## config.mk

```make
export PLATFORM = sky130hd
export DESIGN_NAME = mask_sorted_route_table_unit
export DESIGN_NICKNAME = d
export VERILOG_FILES = /design/src/rtl/msrt_pkg.sv /design/src/rtl/mask_sorted_route_table_unit.sv /design/src/rtl/msrt_ram.sv /design/src/rtl/msrt_front.sv /design/src/rtl/msrt_back.sv
export SDC_FILE = /design/constraint.sdc
export NUM_CORES = 2
export LEC_CHECK = 0
export ABC_AREA = 0
export ABC_CLOCK_PERIOD_IN_PS = 34300
export BUFFER_PORTS_ARGS = -buffer_cell sky130_fd_sc_hd__buf_4
export CAP_MARGIN = 20
export CORE_MARGIN = 3
export CORE_UTILIZATION = 67
export DETAILED_ROUTE_END_ITERATION = 8
export GPL_ROUTABILITY_DRIVEN = 0
export PLACE_DENSITY = 0.84
export SLEW_MARGIN = 20
export SYNTH_ARGS = -nofsm -noshare
export SYNTH_HDL_FRONTEND = slang
export SYNTH_SLANG_ARGS = --single-unit
```

## constraint.sdc

```tcl
create_clock -name clk_i -period 34.3 [get_ports clk_i]
set_input_delay 3.43 -clock clk_i [delete_from_list [all_inputs] [get_ports clk_i]]
set_output_delay 3.43 -clock clk_i [all_outputs]
set_load 0.005 [all_outputs]
```

## src/rtl/msrt_pkg.sv

```systemverilog
package msrt_pkg;

  // Table geometry
  localparam int unsigned DEFAULT_ENTRIES = 16;
  localparam int unsigned QUEUE_DEPTH     = 2;
  localparam int unsigned SLOT_W          = 4;

  // Operation carried by one item
  typedef enum logic [0:0] {
    OP_ADD    = 1'b0,
    OP_LOOKUP = 1'b1
  } op_e;

  // Result status codes
  typedef enum logic [1:0] {
    ST_OK   = 2'd0,
    ST_MISS = 2'd1,
    ST_FULL = 2'd2
  } status_e;

  // Classified item passed from the front to the back
  typedef struct packed {
    op_e         op;
    logic [31:0] address;
    logic [31:0] mask;
    logic [31:0] gateway;
    logic [15:0] metric;
    logic [2:0]  flags;
    logic [3:0]  device;
  } item_t;

  // One stored route
  typedef struct packed {
    logic [31:0] network;
    logic [31:0] mask;
    logic [31:0] gateway;
    logic [15:0] metric;
    logic [2:0]  flags;
    logic [3:0]  device;
  } entry_t;

  // One result item
  typedef struct packed {
    status_e           status;
    logic [31:0]       gateway;
    logic [15:0]       metric;
    logic [2:0]        flags;
    logic [3:0]        device;
    logic [SLOT_W-1:0] slot;
  } result_t;

endpackage

```

## src/rtl/mask_sorted_route_table_unit.sv

```systemverilog
// Route table kept in order of descending mask, with first-match lookup.
//
// Input channel (in_valid_i / in_stall_o): one item per accepted edge.
// func_i = 0 adds the route (address_i, mask_i, gateway_i, metric_i,
// route_flags_i, device_i); func_i = 1 looks up destination address_i.
// Output channel (out_valid_o / out_stall_i): exactly one result item per
// input item, in input order: status_o plus the found_* fields of the hit.
//
// A two-deep input queue takes items while the table engine is busy and
// while a finished result waits in the output register. The engine walks
// the table memory one entry per cycle and works on one item at a time.
// A lookup ends at its first hit, after the last entry on a miss, or with
// no read on an empty table. An add scans for its place, shifts the routes
// below it down and writes the new route; an add to a full table is
// answered with ST_FULL without touching the table. The engine returns to
// idle as a result enters the output register, then takes the next item.
//
// Reset empties the table and the queue at once; no clearing pass runs.
// While out_stall_i is high the result holds, the engine finishes its
// current item and waits, and the input stalls once the queue is full.
module mask_sorted_route_table_unit #(
  parameter int unsigned ENTRIES = msrt_pkg::DEFAULT_ENTRIES
) (
  input  logic        clk_i,
  input  logic        rst_ni,
  input  logic        in_valid_i,
  output logic        in_stall_o,
  input  logic        func_i,
  input  logic [31:0] address_i,
  input  logic [31:0] mask_i,
  input  logic [31:0] gateway_i,
  input  logic [15:0] metric_i,
  input  logic [2:0]  route_flags_i,
  input  logic [3:0]  device_i,
  output logic        out_valid_o,
  input  logic        out_stall_i,
  output logic [1:0]  status_o,
  output logic [31:0] found_gateway_o,
  output logic [15:0] found_metric_o,
  output logic [2:0]  found_flags_o,
  output logic [3:0]  found_device_o,
  output logic [3:0]  found_slot_o
);
  import msrt_pkg::*;

  logic    q_valid;
  logic    q_pop;
  item_t   q_item;
  result_t out_res;

  msrt_front u_front (
    .clk_i         (clk_i),
    .rst_ni        (rst_ni),
    .in_valid_i    (in_valid_i),
    .in_stall_o    (in_stall_o),
    .func_i        (func_i),
    .address_i     (address_i),
    .mask_i        (mask_i),
    .gateway_i     (gateway_i),
    .metric_i      (metric_i),
    .route_flags_i (route_flags_i),
    .device_i      (device_i),
    .q_valid_o     (q_valid),
    .q_pop_i       (q_pop),
    .q_item_o      (q_item)
  );

  msrt_back #(
    .ENTRIES (ENTRIES)
  ) u_back (
    .clk_i       (clk_i),
    .rst_ni      (rst_ni),
    .q_valid_i   (q_valid),
    .q_pop_o     (q_pop),
    .q_item_i    (q_item),
    .out_valid_o (out_valid_o),
    .out_stall_i (out_stall_i),
    .out_res_o   (out_res)
  );

  // Unpack the result item onto the ports
  assign status_o        = out_res.status;
  assign found_gateway_o = out_res.gateway;
  assign found_metric_o  = out_res.metric;
  assign found_flags_o   = out_res.flags;
  assign found_device_o  = out_res.device;
  assign found_slot_o    = out_res.slot;

endmodule

```

## src/rtl/msrt_ram.sv

```systemverilog
module msrt_ram #(
  parameter int unsigned WIDTH = 8,
  parameter int unsigned DEPTH = 16
) (
  input  logic                     clk_i,
  input  logic                     we_i,
  input  logic [$clog2(DEPTH)-1:0] waddr_i,
  input  logic [WIDTH-1:0]         wdata_i,
  input  logic                     re_i,
  input  logic [$clog2(DEPTH)-1:0] raddr_i,
  output logic [WIDTH-1:0]         rdata_o
);

  logic [WIDTH-1:0] mem_q [DEPTH];
  logic [WIDTH-1:0] rdata_q;

  // Write one row, read one row with registered data
  always_ff @(posedge clk_i) begin
    if (we_i) begin
      mem_q[waddr_i] <= wdata_i;
    end
    if (re_i) begin
      rdata_q <= mem_q[raddr_i];
    end
  end

  assign rdata_o = rdata_q;

endmodule

```

## src/rtl/msrt_front.sv

```systemverilog
module msrt_front (
  input  logic                clk_i,
  input  logic                rst_ni,
  input  logic                in_valid_i,
  output logic                in_stall_o,
  input  logic                func_i,
  input  logic [31:0]         address_i,
  input  logic [31:0]         mask_i,
  input  logic [31:0]         gateway_i,
  input  logic [15:0]         metric_i,
  input  logic [2:0]          route_flags_i,
  input  logic [3:0]          device_i,
  output logic                q_valid_o,
  input  logic                q_pop_i,
  output msrt_pkg::item_t     q_item_o
);
  import msrt_pkg::*;

  localparam int unsigned QW = (QUEUE_DEPTH > 1) ? $clog2(QUEUE_DEPTH) : 1;
  localparam int unsigned CW = $clog2(QUEUE_DEPTH + 1);

  item_t          slot_q [QUEUE_DEPTH];
  logic [QW-1:0]  wptr_q, wptr_d;
  logic [QW-1:0]  rptr_q, rptr_d;
  logic [CW-1:0]  fill_q, fill_d;
  logic           push;
  logic           pop;
  item_t          new_item;

  // Classify the incoming item
  always_comb begin
    new_item.op      = func_i ? OP_LOOKUP : OP_ADD;
    new_item.address = address_i;
    new_item.mask    = mask_i;
    new_item.gateway = gateway_i;
    new_item.metric  = metric_i;
    new_item.flags   = route_flags_i;
    new_item.device  = device_i;
  end

  assign in_stall_o = (fill_q == CW'(QUEUE_DEPTH));
  assign push       = in_valid_i && !in_stall_o;
  assign q_valid_o  = (fill_q != '0);
  assign pop        = q_pop_i && q_valid_o;
  assign q_item_o   = slot_q[rptr_q];

  // Advance pointers and fill level
  always_comb begin
    wptr_d = wptr_q;
    rptr_d = rptr_q;
    fill_d = fill_q;
    if (push) begin
      wptr_d = (wptr_q == QW'(QUEUE_DEPTH - 1)) ? '0 : wptr_q + 1'b1;
    end
    if (pop) begin
      rptr_d = (rptr_q == QW'(QUEUE_DEPTH - 1)) ? '0 : rptr_q + 1'b1;
    end
    if (push && !pop) begin
      fill_d = fill_q + 1'b1;
    end else if (pop && !push) begin
      fill_d = fill_q - 1'b1;
    end
  end

  always_ff @(posedge clk_i or negedge rst_ni) begin
    if (!rst_ni) begin
      wptr_q <= '0;
      rptr_q <= '0;
      fill_q <= '0;
    end else begin
      wptr_q <= wptr_d;
      rptr_q <= rptr_d;
      fill_q <= fill_d;
    end
  end

  // Hold queued items
  always_ff @(posedge clk_i) begin
    if (push) begin
      slot_q[wptr_q] <= new_item;
    end
  end

endmodule

```

## src/rtl/msrt_back.sv

```systemverilog
module msrt_back #(
  parameter int unsigned ENTRIES = msrt_pkg::DEFAULT_ENTRIES
) (
  input  logic                        clk_i,
  input  logic                        rst_ni,
  input  logic                        q_valid_i,
  output logic                        q_pop_o,
  input  msrt_pkg::item_t             q_item_i,
  output logic                        out_valid_o,
  input  logic                        out_stall_i,
  output msrt_pkg::result_t           out_res_o
);
  import msrt_pkg::*;

  localparam int unsigned AW = $clog2(ENTRIES);
  localparam int unsigned CW = $clog2(ENTRIES + 1);
  localparam int unsigned EW = $bits(entry_t);

  typedef enum logic [4:0] {
    S_IDLE  = 5'b00001,
    S_FIND  = 5'b00010,
    S_SHIFT = 5'b00100,
    S_LOOK  = 5'b01000,
    S_DONE  = 5'b10000
  } state_e;

  state_e         state_q, state_d;
  logic [CW-1:0]  cnt_q, cnt_d;
  logic [CW-1:0]  ri_q, ri_d;
  logic           chk_v_q, chk_v_d;
  logic [AW-1:0]  chk_idx_q, chk_idx_d;
  logic [AW-1:0]  pos_q, pos_d;
  logic [AW-1:0]  s_q, s_d;
  logic [CW-1:0]  left_q, left_d;
  logic           wv_q, wv_d;
  logic [AW-1:0]  wa_q, wa_d;
  item_t          item_q, item_d;
  result_t        res_q, res_d;
  logic           out_valid_q, out_valid_d;
  result_t        out_q, out_d;

  logic           ram_we;
  logic [AW-1:0]  ram_waddr;
  entry_t         ram_wdata;
  logic           ram_re;
  logic [AW-1:0]  ram_raddr;
  logic [EW-1:0]  ram_rdata;
  entry_t         row;
  entry_t         new_entry;
  logic           out_free;
  logic           scan_end;

  msrt_ram #(
    .WIDTH (EW),
    .DEPTH (ENTRIES)
  ) u_table (
    .clk_i   (clk_i),
    .we_i    (ram_we),
    .waddr_i (ram_waddr),
    .wdata_i (ram_wdata),
    .re_i    (ram_re),
    .raddr_i (ram_raddr),
    .rdata_o (ram_rdata)
  );

  assign row      = entry_t'(ram_rdata);
  assign out_free = !out_valid_q || !out_stall_i;
  assign scan_end = (ri_q == cnt_q) && !chk_v_q;

  // Route built from the item being added
  always_comb begin
    new_entry.network = item_q.address;
    new_entry.mask    = item_q.mask;
    new_entry.gateway = item_q.gateway;
    new_entry.metric  = item_q.metric;
    new_entry.flags   = item_q.flags;
    new_entry.device  = item_q.device;
  end

  // Sequence one item: scan, shift and insert, or scan for a match; report a full table
  always_comb begin
    state_d     = state_q;
    cnt_d       = cnt_q;
    ri_d        = ri_q;
    chk_v_d     = 1'b0;
    chk_idx_d   = chk_idx_q;
    pos_d       = pos_q;
    s_d         = s_q;
    left_d      = left_q;
    wv_d        = 1'b0;
    wa_d        = wa_q;
    item_d      = item_q;
    res_d       = res_q;
    out_valid_d = out_valid_q;
    out_d       = out_q;
    q_pop_o     = 1'b0;
    ram_we      = 1'b0;
    ram_waddr   = wa_q;
    ram_wdata   = row;
    ram_re      = 1'b0;
    ram_raddr   = ri_q[AW-1:0];

    // Drop the output item once taken
    if (out_valid_q && !out_stall_i) begin
      out_valid_d = 1'b0;
    end

    unique case (state_q)
      S_IDLE: begin
        if (q_valid_i) begin
          q_pop_o = 1'b1;
          item_d  = q_item_i;
          ri_d    = '0;
          if (q_item_i.op == OP_LOOKUP) begin
            state_d = S_LOOK;
          end else if (cnt_q == CW'(ENTRIES)) begin
            res_d        = '0;
            res_d.status = ST_FULL;
            state_d      = S_DONE;
          end else begin
            state_d = S_FIND;
          end
        end
      end

      S_FIND: begin
        if (chk_v_q && (item_q.mask >= row.mask)) begin
          pos_d   = chk_idx_q;
          left_d  = cnt_q - CW'(chk_idx_q);
          s_d     = AW'(cnt_q - 1'b1);
          state_d = S_SHIFT;
        end else if (scan_end) begin
          pos_d   = AW'(cnt_q);
          left_d  = '0;
          state_d = S_SHIFT;
        end else if (ri_q != cnt_q) begin
          ram_re    = 1'b1;
          chk_v_d   = 1'b1;
          chk_idx_d = ri_q[AW-1:0];
          ri_d      = ri_q + 1'b1;
        end
      end

      S_SHIFT: begin
        // Move one route down a slot per cycle, deepest first
        if (wv_q) begin
          ram_we    = 1'b1;
          ram_waddr = wa_q;
          ram_wdata = row;
        end
        if (left_q != '0) begin
          ram_re    = 1'b1;
          ram_raddr = s_q;
          wv_d      = 1'b1;
          wa_d      = s_q + 1'b1;
          s_d       = s_q - 1'b1;
          left_d    = left_q - 1'b1;
        end else if (!wv_q) begin
          ram_we       = 1'b1;
          ram_waddr    = pos_q;
          ram_wdata    = new_entry;
          cnt_d        = cnt_q + 1'b1;
          res_d        = '0;
          res_d.status = ST_OK;
          state_d      = S_DONE;
        end
      end

      S_LOOK: begin
        if (chk_v_q && ((row.mask & item_q.address) == (row.mask & row.network))) begin
          res_d.status  = ST_OK;
          res_d.gateway = row.gateway;
          res_d.metric  = row.metric;
          res_d.flags   = row.flags;
          res_d.device  = row.device;
          res_d.slot    = SLOT_W'(chk_idx_q);
          state_d       = S_DONE;
        end else if (scan_end) begin
          res_d        = '0;
          res_d.status = ST_MISS;
          state_d      = S_DONE;
        end else if (ri_q != cnt_q) begin
          ram_re    = 1'b1;
          chk_v_d   = 1'b1;
          chk_idx_d = ri_q[AW-1:0];
          ri_d      = ri_q + 1'b1;
        end
      end

      S_DONE: begin
        if (out_free) begin
          out_valid_d = 1'b1;
          out_d       = res_q;
          state_d     = S_IDLE;
        end
      end

      default: begin
        state_d = S_IDLE;
      end
    endcase
  end

  always_ff @(posedge clk_i or negedge rst_ni) begin
    if (!rst_ni) begin
      state_q     <= S_IDLE;
      cnt_q       <= '0;
      ri_q        <= '0;
      chk_v_q     <= 1'b0;
      left_q      <= '0;
      wv_q        <= 1'b0;
      out_valid_q <= 1'b0;
    end else begin
      state_q     <= state_d;
      cnt_q       <= cnt_d;
      ri_q        <= ri_d;
      chk_v_q     <= chk_v_d;
      left_q      <= left_d;
      wv_q        <= wv_d;
      out_valid_q <= out_valid_d;
    end
  end

  // Hold payload of the item in work and its result
  always_ff @(posedge clk_i) begin
    chk_idx_q <= chk_idx_d;
    pos_q     <= pos_d;
    s_q       <= s_d;
    wa_q      <= wa_d;
    item_q    <= item_d;
    res_q     <= res_d;
    out_q     <= out_d;
  end

  assign out_valid_o = out_valid_q;
  assign out_res_o   = out_q;

endmodule

```

==> flow_metrics.env <==
export IMPL_period_needed_ps=6580
export IMPL_grt_pass1_vias=51300
export IMPL_rows=138
export IMPL_clk_latency_ps=890
export IMPL_worstMarginPinSlew_ps=1240
export IMPL_status="completed"
export IMPL_min_period_over_period_pct=19.2
export IMPL_syn_nets=4464
export IMPL_start_kind="flip-flop"
export IMPL_power_density_nw_per_um2=72.2
export IMPL_synthCells=4296
export IMPL_synth_area_top_cells="edfxtp_1 (79%), mux4_2 (11%), mux2_2 (2.5%)"
export IMPL_cp_max_fo=73
export IMPL_finalSetupTns_ps=0
export IMPL_portBuffers=186
export IMPL_yosysTopAreaCell="edfxtp_1"
export IMPL_dp_hpwl_um=113000
export IMPL_grt_pass1_wl_um=371000
export IMPL_core_sq_um=142000
export IMPL_clock_sinks=2547
export IMPL_die_area_sq_um=148000
export IMPL_fmax_ghz=0.152
export IMPL_nets=4769
export IMPL_drc=0
export IMPL_ys_flop_type="edfxtp_1"
export IMPL_ys_warn_count=0
export IMPL_hold_class="reg2reg"
export IMPL_synth_area_sq_um=96100
export IMPL_drive_gt1_share_pct=27.8
export IMPL_syn_to_final_growth_pct=11.5
export IMPL_power_uw=7740
export IMPL_via_per_inst=7.61
export IMPL_die_w_um=385
export IMPL_grt_ovfl_total=0
export IMPL_ir_drop_v=0.000103
export IMPL_root_buffer="clkbuf_16"
export IMPL_worstSetupPathType="reg2reg"
export IMPL_drt_first_pass_iters=8
export IMPL_synth_top_cell_area_share_pct=78.8
export IMPL_crit_required_ps=34900
export IMPL_hold_viol=0
export IMPL_clockBufferDepth=3
export IMPL_avgSynthCellArea_sq_um=22.4
export IMPL_antenna_found_initial=4
export IMPL_max_cap_violations=0
export IMPL_leakage_uw=0.0350
export IMPL_track_usage_pct=35.8
export IMPL_synth_seq_area_share_pct=79.5
export IMPL_rsz0062_at_grt="false"
export IMPL_ys_types=64
export IMPL_holdWs_ps=381
export IMPL_ys_seq_elements=2547
export IMPL_cp_end_kind="flip-flop"
export IMPL_cts_reportedPaths_clkPinSlew_ps=80
export IMPL_vias=50900
export IMPL_wl_um=269000
export IMPL_start_util_pct=67.7
export IMPL_arrival_ps=7190
export IMPL_async_flop_share_pct=1.06
export IMPL_slew_viol_final=0
export IMPL_postCtsResizedCells=0
export IMPL_num_io_pins=187
export IMPL_relSlewSlack_pct=17.6
export IMPL_grt_max_degree=120
export IMPL_chipHeight_um=385
export IMPL_cts_buffers=230
export IMPL_drtIter0Drc=9099
export IMPL_cts_tree="done"
export IMPL_clock_skew_ps=73.6
export IMPL_wl_per_cell_um=40.2
export IMPL_post_cts_buffers=0
export IMPL_cts_hold_buf=0
export IMPL_synth_edf_count=2520
export IMPL_setup_viol=0
export IMPL_htree_levels=4
export IMPL_antenna_left=0
==> worst max-delay path: stages (launching register included) <==
cell	delay, ps
dfrtp_1	410
nor3_2	270
nand3b_2	470
nand2b_1	660
mux2i_4	290
buf_4	500
buf_4	860
buf_6	760
buf_4	960
mux4_2	460
a22oi_1	290
nand2_1	110
==> power by group <==
part	internal, uW	switching, uW	leakage [uW]
clock network	1360	1190	0.00353
logic	494	760	0.00841
registers	3780	154	0.0231
total	5630	2100	0.0350
==> area by class of cell <==
type / count / area [sq um]
Inverter: 52 / 200
Antenna cell: 3 / 7.51
Tap cell: 1890 / 2360
Clock inverter: 147 / 1220
Timing Repair Buffer: 277 / 2330
Sequential cell: 2547 / 76400
Multi-Input combinational cell: 1493 / 18600
Fill cell: 6653 / 34800
Clock buffer: 284 / 6000
==> path summary, 6_finish.rpt <==
kind | slack [ps] | cells past startpoint | end | startpoint
hold / removal | 380 | 0 | u_back.out_res_o[7]$_DFFE_PP_ | u_back.res_q[7]$_DFFE_PP_
max in group asynchronous | 31500 | 1 | u_back.state_q[0]$_DFFE_PN1P_ | rst_ni
setup / recovery | 27720 | 11 | u_back.u_table.rdata_o[83]$_DFFE_PP_ | u_back.state_q[4]$_DFFE_PN0P_
hold reg to reg | 380 | 0 | u_back.out_res_o[7]$_DFFE_PP_ | u_back.res_q[7]$_DFFE_PP_
min in group asynchronous | 2490 | 1 | u_back.left_q[0]$_DFFE_PN0P_ | rst_ni
setup reg to reg | 27720 | 11 | u_back.u_table.rdata_o[83]$_DFFE_PP_ | u_back.state_q[4]$_DFFE_PN0P_
==> synth_stat cells, types with 3 or more instances <==
| cell type | number |
|---|---|
| edfxtp_1 | 2520 |
| mux4_2 | 476 |
| a22oi_1 | 239 |
| mux2_2 | 214 |
| nand2_1 | 179 |
| clkbuf_1 | 88 |
| and2_1 | 60 |
| buf_2 | 52 |
| inv_1 | 51 |
| o21ai_0 | 46 |
| ha_1 | 43 |
| xnor2_1 | 41 |
| nor2_1 | 39 |
| buf_6 | 27 |
| dfrtp_1 | 26 |
| buf_4 | 24 |
| a21oi_1 | 16 |
| buf_1 | 13 |
| o22ai_1 | 13 |
| xor2_1 | 13 |
| a31oi_1 | 10 |
| mux2i_1 | 9 |
| nor3_1 | 9 |
| o21a_1 | 6 |
| nand3_1 | 5 |
| nand4_1 | 5 |
| nor4_1 | 5 |
| a22o_1 | 4 |
| nand2b_1 | 4 |
| nor2b_1 | 4 |
| a2111o_1 | 3 |
| a211oi_1 | 3 |
| a21o_1 | 3 |
| a221oi_1 | 3 |
| and3_1 | 3 |
| nor3b_1 | 3 |
| or2_2 | 3 |
==> registers in the layout, summed over array words and instances, names as in the netlist, 2 cells and up <==
register                flops
u_back.wa_q                 4
u_front.slot_q            240
u_back.left_q               5
u_back.cnt_q                5
u_back.pos_q                4
u_back.u_table.mem_q     1904
u_back.chk_idx_q            4
u_back.ri_q                 5
u_front.fill_q              2
u_back.out_res_o           61
u_back.u_table.rdata_o    119
u_back.state_q              5
u_back.item_q             119
u_back.s_q                  4
u_back.res_q               61
==> logic make-up after synthesis <==
logic type      after synthesis  synth area share, %
fa+ha+maj                    44                0.581
xor+xnor                     54                0.492
buf+inv                     256                 1.37
flops                      2547                 79.5
compound gates              363                 2.69
mux                         700                 13.8
simple gates                332                 1.62
==> stage by stage <==
stage | std cells | instance area, sq um | util (%) | setup WS, ps
final | 6693 | 107000 | 75.5 | 27720
after global routing | 6690 | 107000 | 75.5 | 27190
after global placement | 6254 | 99700 | 70.3 | 27630
after detailed placement | 6255 | 99800 | 70.3 | 27690
after floorplan | 4296 | 96100 | - | 20950
after CTS | 6686 | 107000 | 75.4 | 27350
==> layer usage <==
layer,part of all wire [%],up-vias,global-route usage (%)
met5,0,-,0
met4,5.6,0,17.5
met3,13,1044,7.92
met2,50,5646,57.1
met1,32,25700,47.8
li1,-,18500,-
==> placed cells by master (no fill, tap or decap), types with 50 or more instances in the layout <==
master	instances
buf_4	256
nand2_1	179
clkbuf_1	52
clkinv_1	56
a22oi_1	239
mux4_2	476
clkbuf_16	232
clkinv_2	51
and2_1	60
inv_1	50
edfxtp_1	2520
mux2_2	214
(Power assumes the default switching activity.)
